--- config.mk ---
export PLATFORM = sky130hd
export DESIGN_NAME = color_space_converter
export DESIGN_NICKNAME = d
export VERILOG_FILES = /design/src/sv/csc_pkg.sv /design/src/sv/color_space_converter.sv
export VERILOG_INCLUDE_DIRS = /design/src /design/src/sv
export SDC_FILE = /design/constraint.sdc
export NUM_CORES = 2
export LEC_CHECK = 0
export ABC_AREA = 1
export BUFFER_PORTS_ARGS = -buffer_cell sky130_fd_sc_hd__buf_2
export CELL_PAD_IN_SITES_DETAIL_PLACEMENT = 0
export CELL_PAD_IN_SITES_GLOBAL_PLACEMENT = 1
export CORE_UTILIZATION = 54
export DETAILED_ROUTE_END_ITERATION = 8
export HOLD_SLACK_MARGIN = 0.06
export PLACE_DENSITY_LB_ADDON = 0.1
export SLEW_MARGIN = 40
export SYNTH_ARGS = -nofsm -noshare
export SYNTH_HDL_FRONTEND = slang
export SYNTH_SLANG_ARGS = --single-unit
--- constraint.sdc ---
create_clock -name clk -period 17.5 [get_ports clk]
set_input_delay 0.875 -clock clk [delete_from_list [all_inputs] [get_ports clk]]
set_output_delay 0.875 -clock clk [all_outputs]
set_load 0.02 [all_outputs]
--- src/sv/color_space_converter_assert.svh ---
// assertion macros for the converter rtl
// expects clk and arst_n in the scope of each use
`ifndef COLOR_SPACE_CONVERTER_ASSERT_SVH
`define COLOR_SPACE_CONVERTER_ASSERT_SVH

// combinational or same-cycle implication, checked out of reset
`define CSC_ASSERT(label, prop, msg) \
	label: assert property (@(posedge clk) disable iff (!arst_n) (prop)) else $error(msg);

// next-cycle implication
`define CSC_ASSERT_NEXT(label, ante, cons, msg) \
	label: assert property (@(posedge clk) disable iff (!arst_n) (ante) |=> (cons)) \
		else $error(msg);

`endif

--- src/sv/csc_pkg.sv ---
// types, codes and divider step for the color space converter
// no dependencies
package csc_pkg;

	localparam int CHANNEL_BITS = 8;
	localparam int HUE_BITS     = 15;

	// commands
	localparam logic [2:0] CMD_RGB2HSV = 3'd0;
	localparam logic [2:0] CMD_HSV2RGB = 3'd1;
	localparam logic [2:0] CMD_SWAP    = 3'd2;
	localparam logic [2:0] CMD_CMY2HSV = 3'd3;
	localparam logic [2:0] CMD_HSV2CMY = 3'd4;

	// which channel holds the maximum
	localparam logic [1:0] MAX_RED   = 2'd0;
	localparam logic [1:0] MAX_GREEN = 2'd1;
	localparam logic [1:0] MAX_BLUE  = 2'd2;

	localparam logic [HUE_BITS-1:0] HUE_SECTOR = 15'd3840;
	localparam logic [HUE_BITS-1:0] HUE_TURN   = 15'd23040;

	typedef logic [CHANNEL_BITS-1:0] chan_t;

	typedef struct packed {
		logic [2:0]          command;
		logic [HUE_BITS-1:0] in_first;
		chan_t               in_second;
		chan_t               in_third;
	} csc_pix_t;

	typedef struct packed {
		logic [HUE_BITS-1:0] out_first;
		chan_t               out_second;
		chan_t               out_third;
		logic                hue_out_of_range;
	} csc_res_t;

	typedef struct packed {
		chan_t      rem;
		logic [3:0] quo;
	} csc_div_t;

	// four restoring division steps, msb first
	function automatic csc_div_t div_step4(input chan_t rem, input logic [3:0] bits,
		input chan_t den);
		logic [CHANNEL_BITS:0] trial;
		csc_div_t res;
		res.rem = rem;
		res.quo = '0;
		for (int i = 3; i >= 0; i--) begin
			trial = {res.rem, bits[i]};
			if (trial >= {1'b0, den}) begin
				res.rem = CHANNEL_BITS'(trial - {1'b0, den});
				res.quo[i] = 1'b1;
			end else begin
				res.rem = trial[CHANNEL_BITS-1:0];
			end
		end
		return res;
	endfunction

endpackage

--- src/sv/color_space_converter.sv ---
// color space converter top level: rgb/hsv/cmy conversion pipeline
// depends on csc_pkg and color_space_converter_assert.svh
//
// Converts one pixel triple per clock between RGB, HSV and CMY according to the
// command carried with each pixel. The datapath is a five-stage pipeline: a pixel
// accepted at one edge comes out as a result four cycles later, and a new pixel
// may be taken every cycle. The two hue and saturation quotients come from
// restoring dividers that resolve four quotient bits per stage (three stages for
// the 12-bit hue quotient, two for the 8-bit saturation); divisions by 255 and
// 3840 use reciprocal multiplies with a one-step correction. When the result
// register is held by the consumer, the whole pipeline holds; no transfer is
// lost or repeated. Hue is in 1/64 degree (0..23039). A gray input gives hue 0,
// an HSV hue of a full turn or more gives a flat gray result and sets the flag,
// and unused commands give an all-zero result.
module color_space_converter (
	input  logic              clk,
	input  logic              arst_n,
	input  logic              pixel_valid,
	output logic              pixel_ready,
	input  csc_pkg::csc_pix_t pixel,
	output logic              result_valid,
	input  logic              result_ready,
	output csc_pkg::csc_res_t result
);
	import csc_pkg::*;

	// whole pipeline moves when the result register is empty or being taken
	logic adv;
	assign adv         = !result_valid || result_ready;
	assign pixel_ready = adv;

	// ---------------- stage 0 (input, combinational) ----------------
	logic        inv;
	chan_t       a0, a1, a2, hi, lo, dd, pa, pb, mag;
	logic        neg;
	logic [1:0]  hsel;
	logic [15:0] vs;
	logic [3:0]  sec;
	logic [HUE_BITS-1:0] hp, tt;
	logic [11:0] ww;

	assign inv = (pixel.command == CMD_CMY2HSV);
	// 255 - x is the bitwise complement
	assign a0 = pixel.in_first[CHANNEL_BITS-1:0] ^ {CHANNEL_BITS{inv}};
	assign a1 = pixel.in_second ^ {CHANNEL_BITS{inv}};
	assign a2 = pixel.in_third ^ {CHANNEL_BITS{inv}};

	always_comb begin
		hi = a0;
		lo = a0;
		if (a1 > hi) hi = a1;
		if (a2 > hi) hi = a2;
		if (a1 < lo) lo = a1;
		if (a2 < lo) lo = a2;
		// red wins ties over green, green over blue
		if (hi == a0) begin
			hsel = MAX_RED;
			pa = a1;
			pb = a2;
		end else if (hi == a1) begin
			hsel = MAX_GREEN;
			pa = a2;
			pb = a0;
		end else begin
			hsel = MAX_BLUE;
			pa = a0;
			pb = a1;
		end
		dd  = hi - lo;
		neg = pa < pb;
		mag = neg ? (pb - pa) : (pa - pb);
	end

	// hsv side: chroma product, sector and triangle weight
	assign vs = 16'(pixel.in_second) * 16'(pixel.in_third);

	always_comb begin
		sec = '0;
		for (int k = 1; k <= 8; k++) begin
			if (pixel.in_first >= HUE_BITS'(k * 3840)) sec = 4'(k);
		end
		hp = pixel.in_first - HUE_BITS'(HUE_BITS'(sec[3:1]) * HUE_BITS'(7680));
		tt = (hp >= HUE_SECTOR) ? (hp - HUE_SECTOR) : (HUE_SECTOR - hp);
		ww = 12'(HUE_SECTOR - tt);
	end

	// ---------------- stage 1 ----------------
	logic        vld_s1;
	logic [2:0]  cmd_s1;
	chan_t       hi_s1, d_s1, mag_s1, v_s1, r_s1, g_s1, b_s1;
	logic        neg_s1;
	logic [1:0]  hsel_s1;
	logic [15:0] vs_s1;
	logic [11:0] w_s1;
	logic [3:0]  sec_s1;

	always_ff @(posedge clk or negedge arst_n) begin
		if (!arst_n) begin
			vld_s1 <= 1'b0;
		end else if (adv) begin
			vld_s1 <= pixel_valid;
		end
	end

	always_ff @(posedge clk) begin
		if (adv) begin
			cmd_s1  <= pixel.command;
			hi_s1   <= hi;
			d_s1    <= dd;
			mag_s1  <= mag;
			neg_s1  <= neg;
			hsel_s1 <= hsel;
			vs_s1   <= vs;
			w_s1    <= ww;
			sec_s1  <= sec;
			v_s1    <= pixel.in_third;
			r_s1    <= pixel.in_first[CHANNEL_BITS-1:0];
			g_s1    <= pixel.in_second;
			b_s1    <= pixel.in_third;
		end
	end

	// ---------------- stage 2: first divider steps, chroma /255 ----------------
	logic [19:0] hnum;
	logic [15:0] snum;
	csc_div_t    hdiv2, sdiv2;
	logic [23:0] cprod;
	chan_t       c0;
	logic [15:0] crem;
	chan_t       cc;

	assign hnum  = (20'(mag_s1) << 12) - (20'(mag_s1) << 8);
	assign snum  = (16'(d_s1) << 8) - 16'(d_s1);
	assign hdiv2 = div_step4(hnum[19:12], hnum[11:8], d_s1);
	assign sdiv2 = div_step4(snum[15:8], snum[7:4], hi_s1);

	always_comb begin
		cprod = 24'(vs_s1) + (24'(vs_s1) << 8);
		c0    = cprod[23:16];
		crem  = vs_s1 - 16'(c0) * 16'd255;
		cc    = (crem >= 16'd255) ? (c0 + 1'b1) : c0;
	end

	logic        vld_s2;
	logic [2:0]  cmd_s2;
	chan_t       hi_s2, d_s2, v_s2, r_s2, g_s2, b_s2, c_s2, hrem_s2, srem_s2;
	logic        neg_s2;
	logic [1:0]  hsel_s2;
	logic [11:0] w_s2;
	logic [3:0]  sec_s2, hq_s2, sq_s2, slow_s2;
	logic [7:0]  hlow_s2;

	always_ff @(posedge clk or negedge arst_n) begin
		if (!arst_n) begin
			vld_s2 <= 1'b0;
		end else if (adv) begin
			vld_s2 <= vld_s1;
		end
	end

	always_ff @(posedge clk) begin
		if (adv) begin
			cmd_s2  <= cmd_s1;
			hi_s2   <= hi_s1;
			d_s2    <= d_s1;
			neg_s2  <= neg_s1;
			hsel_s2 <= hsel_s1;
			w_s2    <= w_s1;
			sec_s2  <= sec_s1;
			v_s2    <= v_s1;
			r_s2    <= r_s1;
			g_s2    <= g_s1;
			b_s2    <= b_s1;
			c_s2    <= cc;
			hrem_s2 <= hdiv2.rem;
			hq_s2   <= hdiv2.quo;
			hlow_s2 <= hnum[7:0];
			srem_s2 <= sdiv2.rem;
			sq_s2   <= sdiv2.quo;
			slow_s2 <= snum[3:0];
		end
	end

	// ---------------- stage 3: divider steps, x product ----------------
	csc_div_t    hdiv3, sdiv3;
	logic [19:0] xp;

	assign hdiv3 = div_step4(hrem_s2, hlow_s2[7:4], d_s2);
	assign sdiv3 = div_step4(srem_s2, slow_s2, hi_s2);
	assign xp    = 20'(c_s2) * 20'(w_s2);

	logic        vld_s3;
	logic [2:0]  cmd_s3;
	chan_t       hi_s3, d_s3, v_s3, r_s3, g_s3, b_s3, c_s3, hrem_s3, sat_s3;
	logic        neg_s3;
	logic [1:0]  hsel_s3;
	logic [3:0]  sec_s3, hlow_s3;
	logic [7:0]  hq_s3;
	logic [19:0] xp_s3;

	always_ff @(posedge clk or negedge arst_n) begin
		if (!arst_n) begin
			vld_s3 <= 1'b0;
		end else if (adv) begin
			vld_s3 <= vld_s2;
		end
	end

	always_ff @(posedge clk) begin
		if (adv) begin
			cmd_s3  <= cmd_s2;
			hi_s3   <= hi_s2;
			d_s3    <= d_s2;
			neg_s3  <= neg_s2;
			hsel_s3 <= hsel_s2;
			sec_s3  <= sec_s2;
			v_s3    <= v_s2;
			r_s3    <= r_s2;
			g_s3    <= g_s2;
			b_s3    <= b_s2;
			c_s3    <= c_s2;
			hrem_s3 <= hdiv3.rem;
			hq_s3   <= {hq_s2, hdiv3.quo};
			hlow_s3 <= hlow_s2[3:0];
			sat_s3  <= {sq_s2, sdiv3.quo};
			xp_s3   <= xp;
		end
	end

	// ---------------- stage 4: last hue step, x / 3840 ----------------
	csc_div_t    hdiv4;
	logic [11:0] xn;
	logic [23:0] xprod;

	assign hdiv4 = div_step4(hrem_s3, hlow_s3, d_s3);
	// x / 3840 = (x >> 8) / 15, reciprocal estimate here
	assign xn    = xp_s3[19:8];
	assign xprod = 24'(xn) * 24'd4369;

	logic        vld_s4;
	logic [2:0]  cmd_s4;
	chan_t       hi_s4, v_s4, r_s4, g_s4, b_s4, c_s4, sat_s4, x0_s4;
	logic        gray_s4, neg_s4;
	logic [1:0]  hsel_s4;
	logic [3:0]  sec_s4;
	logic [11:0] hq_s4, xn_s4;

	always_ff @(posedge clk or negedge arst_n) begin
		if (!arst_n) begin
			vld_s4 <= 1'b0;
		end else if (adv) begin
			vld_s4 <= vld_s3;
		end
	end

	always_ff @(posedge clk) begin
		if (adv) begin
			cmd_s4  <= cmd_s3;
			hi_s4   <= hi_s3;
			gray_s4 <= (d_s3 == '0);
			neg_s4  <= neg_s3;
			hsel_s4 <= hsel_s3;
			sec_s4  <= sec_s3;
			v_s4    <= v_s3;
			r_s4    <= r_s3;
			g_s4    <= g_s3;
			b_s4    <= b_s3;
			c_s4    <= c_s3;
			sat_s4  <= sat_s3;
			hq_s4   <= {hq_s3, hdiv4.quo};
			xn_s4   <= xn;
			x0_s4   <= xprod[23:16];
		end
	end

	// ---------------- stage 5: finish and select ----------------
	logic [11:0]         xrem;
	chan_t               xx, mm, rr, gg, bb, cr, cg, cb;
	logic                flag;
	logic [HUE_BITS-1:0] hue, hq15;
	chan_t               sat;
	csc_res_t            res_d;

	always_comb begin
		// reciprocal can land one low
		xrem = xn_s4 - 12'(x0_s4) * 12'd15;
		xx   = (xrem >= 12'd15) ? (x0_s4 + 1'b1) : x0_s4;
		mm   = v_s4 - c_s4;
		cr   = '0;
		cg   = '0;
		cb   = '0;
		flag = 1'b0;
		case (sec_s4)
			4'd0: begin cr = c_s4; cg = xx; end
			4'd1: begin cr = xx; cg = c_s4; end
			4'd2: begin cg = c_s4; cb = xx; end
			4'd3: begin cg = xx; cb = c_s4; end
			4'd4: begin cr = xx; cb = c_s4; end
			4'd5: begin cr = c_s4; cb = xx; end
			default: flag = 1'b1; // hue of a full turn or more
		endcase
		rr = cr + mm;
		gg = cg + mm;
		bb = cb + mm;
	end

	always_comb begin
		hq15 = HUE_BITS'(hq_s4);
		case (hsel_s4)
			MAX_RED:   hue = (neg_s4 && hq15 != '0) ? (HUE_TURN - hq15) : hq15;
			MAX_GREEN: hue = neg_s4 ? (HUE_BITS'(7680) - hq15) : (HUE_BITS'(7680) + hq15);
			default:   hue = neg_s4 ? (HUE_BITS'(15360) - hq15) : (HUE_BITS'(15360) + hq15);
		endcase
		if (gray_s4) hue = '0;
		sat = (hi_s4 == '0) ? '0 : sat_s4;
	end

	always_comb begin
		res_d = '0;
		unique case (cmd_s4) inside
			CMD_RGB2HSV, CMD_CMY2HSV: begin
				res_d.out_first  = hue;
				res_d.out_second = sat;
				res_d.out_third  = hi_s4;
			end
			CMD_HSV2RGB: begin
				res_d.out_first        = HUE_BITS'(rr);
				res_d.out_second       = gg;
				res_d.out_third        = bb;
				res_d.hue_out_of_range = flag;
			end
			CMD_SWAP: begin
				// complement at channel width, then zero-extend
				res_d.out_first  = {{(HUE_BITS-CHANNEL_BITS){1'b0}}, ~r_s4};
				res_d.out_second = ~g_s4;
				res_d.out_third  = ~b_s4;
			end
			CMD_HSV2CMY: begin
				res_d.out_first        = {{(HUE_BITS-CHANNEL_BITS){1'b0}}, ~rr};
				res_d.out_second       = ~gg;
				res_d.out_third        = ~bb;
				res_d.hue_out_of_range = flag;
			end
			default: res_d = '0; // unused commands
		endcase
	end

	// result register
	logic [2:0] cmd_s5;

	always_ff @(posedge clk or negedge arst_n) begin
		if (!arst_n) begin
			result_valid <= 1'b0;
		end else if (adv) begin
			result_valid <= vld_s4;
		end
	end

	always_ff @(posedge clk) begin
		if (adv) begin
			result <= res_d;
			cmd_s5 <= cmd_s4;
		end
	end

	// ---------------- checks ----------------
`include "color_space_converter_assert.svh"

	`CSC_ASSERT_NEXT(a_valid_moves, vld_s2 && adv, vld_s3, "valid lost between stages")
	`CSC_ASSERT(a_hue_range,
		!result_valid || cmd_s5 == CMD_SWAP || result.out_first < HUE_TURN, "hue out of range")
	`CSC_ASSERT(a_unused_zero,
		!(result_valid && cmd_s5 > CMD_HSV2CMY) || result == '0, "unused command not zero")
	`CSC_ASSERT(a_flag_cmd,
		!(result_valid && result.hue_out_of_range) || cmd_s5 == CMD_HSV2RGB
		|| cmd_s5 == CMD_HSV2CMY, "flag on non-hsv input")

endmodule

Word level (Yosys, flattened, before mapping)
Cells that the tools add are included. Widths: inputs -> output; s select.

Add/subtract/negate cells: 41. Multipliers: 6. Div/mod/pow operators: 0. $lt $le $gt $ge: 36. Equality and inequality tests: 13. Shifts and indexed selects: 0. Mux-type cells: 70. Bitwise gates (word level): 9. Reductions and logical operators: 18.

Operator list (number): $mux 8 (30); $ge 9x8->1 (20); $sub 8x8->8 (22); $pmux 31 s4 (1); $ge 15x15->1 const B (4); $mux 15 (4); $not 8->8 (6); $pmux 8 s2 (3); $ge 15x12->1 const B (2); $ge 15x14->1 const B (2); $pmux 15 s2 (1); $add 16x24->24 (1); $add 8x8->8 (3); $lt 8x8->1 (3); $mul 12x13->24 const B (1); $sub 12x12->12 const A (2); $xor 8x8->8 (3); $mux 1 (22); $mul 8x12->20 (1); $sub 20x16->20 (1); $add 8x1->8 const B (2); $eq 8x8->1 (2); $ge 16x8->1 const B (1); $gt 8x8->1 (2); 37 further kinds (54).

Register bits after elaboration: 426. Latch bits: 0. Bits in writable memories: 0. ROM bits: 0. Input bits: 38. Output and inout bits: 34. Logic and storage cells: 261. Memories kept: 0.

Logic depth before layout (Yosys ltp)
Depth in word-level cells: 14. Depth in mapped cells: 61. Mapped depth without buffers: 58.

Worst setup path before layout
No wires, ideal clock.

Path kind: input-to-reg. Start: in result_ready. End: reg vld_s1. Library setup time: 0.112 ns. Arrival: 10.735 ns. Required time: 17.388 ns. Slack: 6.653 ns. Cell stages on the path: 3. Buffers on the path: 0. Cells stage by stage: inv_1 nand2_1 mux2_2.

Cells in the longest elaborated chain, start to end: 1.

Ends and longest elaborated chain: start: declaration (line color_space_converter.sv:22) `input logic result_ready,`; $logic_or 1x1->1 (line color_space_converter.sv:29) `assign adv = !result_valid || result_ready;`; via pixel_ready (line color_space_converter.sv:19) `output logic pixel_ready,`; end signal: assignment (line color_space_converter.sv:101) `vld_s1 <= pixel_valid;`; end: declaration (line color_space_converter.sv:88) `logic vld_s1;`.

The timed path passes the listed nets, and every way through them passes these cells. A chain may end at the register's enable or synchronous reset.

==> impl_metrics.sql <==
INSERT INTO impl_metrics (metric_group, metric, value, unit) VALUES
('run_status', 'outcome', 'completed', ''),
('setup_path', 'setup.reg_to_reg.worst_slack', '7.22', 'ns'),
('detailed_routing', 'route.final.wire_length', '81000', 'microns'),
('finish', 'final_common_cell', 'sky130_fd_sc_hd__nand2_1', ''),
('worst_hold_path', 'timing.hold.worst.class', 'in -> async', ''),
('floorplanning', 'dieHeight', '263', 'microns'),
('clocking', 'cts_made_buffers', '45', ''),
('floorplanning', 'die_x', '263', 'microns'),
('finish', 'fillCellCount', '6026', ''),
('synthesis', 'postSynthAreaPerCell', '8.66', 'sq um'),
('setup_path', 'critPathMostFrequentCell', 'sky130_fd_sc_hd__nand2_1', ''),
('timing', 'slew_limit_fails', '0', ''),
('timing', 'setup-tns-final', '0', 'ns'),
('setup_path', 'category_of_the_worst_setup_path_launch_point', 'register', ''),
('setup_path', 'crit_path_start', 'd_s1[1]$_DFFE_PP_', ''),
('timing', 'setup_viol_count_final', '0', ''),
('clocking', 'post_cts_resize_count', '0', ''),
('flow_run', 'cap_viol_max_count', '0', ''),
('clocking', 'cts_hold_buf', '0', ''),
('timing', 'hold_viol_final', '0', ''),
('place', 'io_buffers', '71', ''),
('setup_path', 'max_stage_delay', '0.56', 'ns'),
('global_routing', 'first_global_vias', '26141', ''),
('floorplanning', 'design.portCount', '72', ''),
('finish', 'antenna_cells_inserted', '0', ''),
('clocking', 'clock_sink_count', '403', ''),
('synthesis', 'async_flop_share', '1.24', '%'),
('detailed_routing', 'drcViolationCount', '0', ''),
('timing', 'max_slew.worst_pin.slew', '0.710', 'ns'),
('setup_path', 'timing.rr.start', 'd_s1[1]$_DFFE_PP_', ''),
('timing', 'timing.max_slew.rel_slack', '52.6', '%'),
('clocking', 'max-clock-path-buffers', '3', ''),
('global_routing', 'grt_overflow', '0', ''),
('synthesis', 'synth-edff-count', '398', ''),
('synthesis', 'synth_sequential_area_ratio', '32.8', '%'),
('place', 'gp_routability_congestion', '0.888', ''),
('global_routing', 'grt_antenna_before_repair', '1', ''),
('setup_path', 'crit_path_end_kind', 'register', ''),
('clocking', 'cts.root.buffer_cell', 'sky130_fd_sc_hd__clkbuf_16', ''),
('synthesis', 'netlist_area', '36800', 'sq um'),
('clocking', 'cts_tree', 'yes', ''),
('setup_path', 'timing.critical_path.required', '17.84', 'ns'),
('timing', 'final_min_period_over_clock_period', '58.7', '%'),
('finish', 'final_cell_mix', '911 x sky130_fd_sc_hd__nand2_1, 758 x sky130_fd_sc_hd__inv_1, 439 x sky130_fd_sc_hd__ha_1', ''),
('floorplanning', 'row_count', '95', ''),
('global_routing', 'grt_first_pass_wirelength', '133000', 'microns'),
('synthesis', 'post_synth_num_cell_types', '67', ''),
('floorplanning', 'die_area', '69200', 'sq um'),
('finish', 'multiInputGateArea', '21500', 'sq um'),
('finish', 'layout.area.seq', '12100', 'sq um'),
('clocking', 'postCtsSetupBuffers', '0', ''),
('setup_path', 'max_stage_delay_cell_worst_path', 'sky130_fd_sc_hd__edfxtp_1', ''),
('detailed_routing', 'viasPerCell', '5.28', ''),
('clocking', 'clk-insertion-delay-late', '0.58', 'ns'),
('clocking', 'cts-htree-levels', '2', ''),
('setup_path', 'worstRegToRegCells', '57', ''),
('detailed_routing', 'detailedRoute.firstIterationViolations', '2043', ''),
('synthesis', 'ys_warn_count', '0', ''),
('timing', 'worst_case_clock_skew', '0.0148', 'ns'),
('synthesis', 'syn_nets', '4914', ''),
('finish', 'layout-drive-gt1-share', '5.17', '%'),
('setup_path', 'worstPathArrival', '10.61', 'ns'),
('synthesis', 'yosys_register_bits', '403', ''),
('synthesis', 'post_synth_inst_count', '4250', ''),
('timing', 'timing.final.crit_period', '10.28', 'ns'),
('setup_path', 'cp_max_fo', '16', ''),
('floorplanning', 'starting_utilization_of_the_core_area', '54.7', '%'),
('detailed_routing', 'detail_route.wl_per_cell', '15.6', 'microns'),
('detailed_routing', 'vias', '27472', ''),
('timing', 'achievable-frequency', '97.3', 'MHz'),
('place', 'place_hpwl', '65200', 'microns'),
('global_routing', 'grt_util_all_layers', '23.6', '%'),
('detailed_routing', 'postRouteAntennaNets', '0', ''),
('global_routing', 'grt_start_max_net_pins', '109', ''),
('setup_path', 'crit_type', 'reg -> reg', ''),
('synthesis', 'synth_flop_type', 'sky130_fd_sc_hd__edfxtp_1', ''),
('finish', 'design.final.nets', '4961', ''),
('detailed_routing', 'drtPass1Iterations', '6', ''),
('floorplanning', 'placeableCoreArea', '67300', 'sq um'),
('clocking', 'clkSlewWorstSetupHoldPaths', '0.07', 'ns'),
('finish', 'area_growth_syn_to_layout', '7.40', '%'),
('timing', 'rsz0062_at_grt', 'no', '');
## area by class of cell
class / count / area share, %
Multi-Input combinational cell: 2999 / 54.4
Sequential cell: 403 / 30.6
Inverter: 769 / 7.30
Clock buffer: 54 / 3.04
Tap cell: 873 / 2.76
Timing Repair Buffer: 79 / 1.15
Clock inverter: 28 / 0.839
## metrics by stage
step	util, %	area [sq um]	setup slack [ns]	cells	hold WS (ns)
finish	58.8	39500	7.22	5205	0.0992
global route	58.8	39500	6.05	5205	0.0904
CTS	58.7	39500	7.33	5205	0.0725
detailed placement	56.5	38000	7.44	5123	0.405
global placement	56.4	37900	7.68	5122	0.401
floorplan	-	36800	6.65	4250	0.400
## synth_stat cells (24+ instances only)
library cell / n / area share [%]
sky130_fd_sc_hd__nand2_1: 912 / 9.3
sky130_fd_sc_hd__inv_1: 758 / 7.7
sky130_fd_sc_hd__ha_1: 439 / 15
sky130_fd_sc_hd__edfxtp_1: 398 / 32
sky130_fd_sc_hd__a21oi_1: 240 / 3.3
sky130_fd_sc_hd__o21ai_0: 214 / 2.9
sky130_fd_sc_hd__nor2_1: 213 / 2.2
sky130_fd_sc_hd__fa_1: 187 / 10
sky130_fd_sc_hd__nand3_1: 185 / 2.5
sky130_fd_sc_hd__xor2_1: 183 / 4.4
sky130_fd_sc_hd__xnor2_1: 77 / 1.8
sky130_fd_sc_hd__nand4_1: 43 / 0.73
sky130_fd_sc_hd__clkbuf_1: 41 / 0.42
sky130_fd_sc_hd__nor3_1: 41 / 0.56
sky130_fd_sc_hd__o21bai_1: 24 / 0.49
## cells by family (layout without fill, tap and decap cells)
logic type,Yosys count,count (layout),share of synthesized area [%]
simple gates,1482,1482,17.0
buf+inv,848,930,8.89
fa+ha+maj,626,626,25.1
compound gates,620,620,9.62
flops,403,403,32.8
xor+xnor,265,265,6.41
mux,6,6,0.173
## per-layer routing
layer	track usage (%)	wire (microns)	up-vias	part of all wire, %
li1	-	-	14126	-
met1	34.8	40000	12723	49
met2	37.9	36200	535	45
met3	2.13	3400	88	4.2
met4	5.06	1350	0	1.7
met5	0	0	-	0
## state kept, by name (all words and copies together), names as in the netlist, 11 cells and up
name,flops
w_s2,11
w_s1,11
xp_s3,12
xn_s4,12
vs_s1,16
result,32
hq_s4,12
## critical path, delay by kind of cell (launching register included)
family                   cells  cell delay (ns)
flip-flops                   1             0.56
adder cells (fa/ha/maj)      4             1.39
AO/OA/AOI/OAI               19             3.49
AND/OR/NAND/NOR             27             3.70
buffers and inverters        6             0.72
XOR/XNOR                     1             0.18
## path summary, 6_finish.rpt
path,to
worst max-delay path,srem_s2[1]$_DFFE_PP_
worst min-delay path,vld_s1$_DFFE_PN0P_
worst max register to register,srem_s2[1]$_DFFE_PP_
worst min register to register,r_s3[3]$_DFFE_PP_
max in group asynchronous,vld_s3$_DFFE_PN0P_
min in group clk,r_s3[3]$_DFFE_PP_
Power is left out: the tool's default activity adds up to more than one toggle a clock period on the data nets, which glitch-free logic cannot reach.
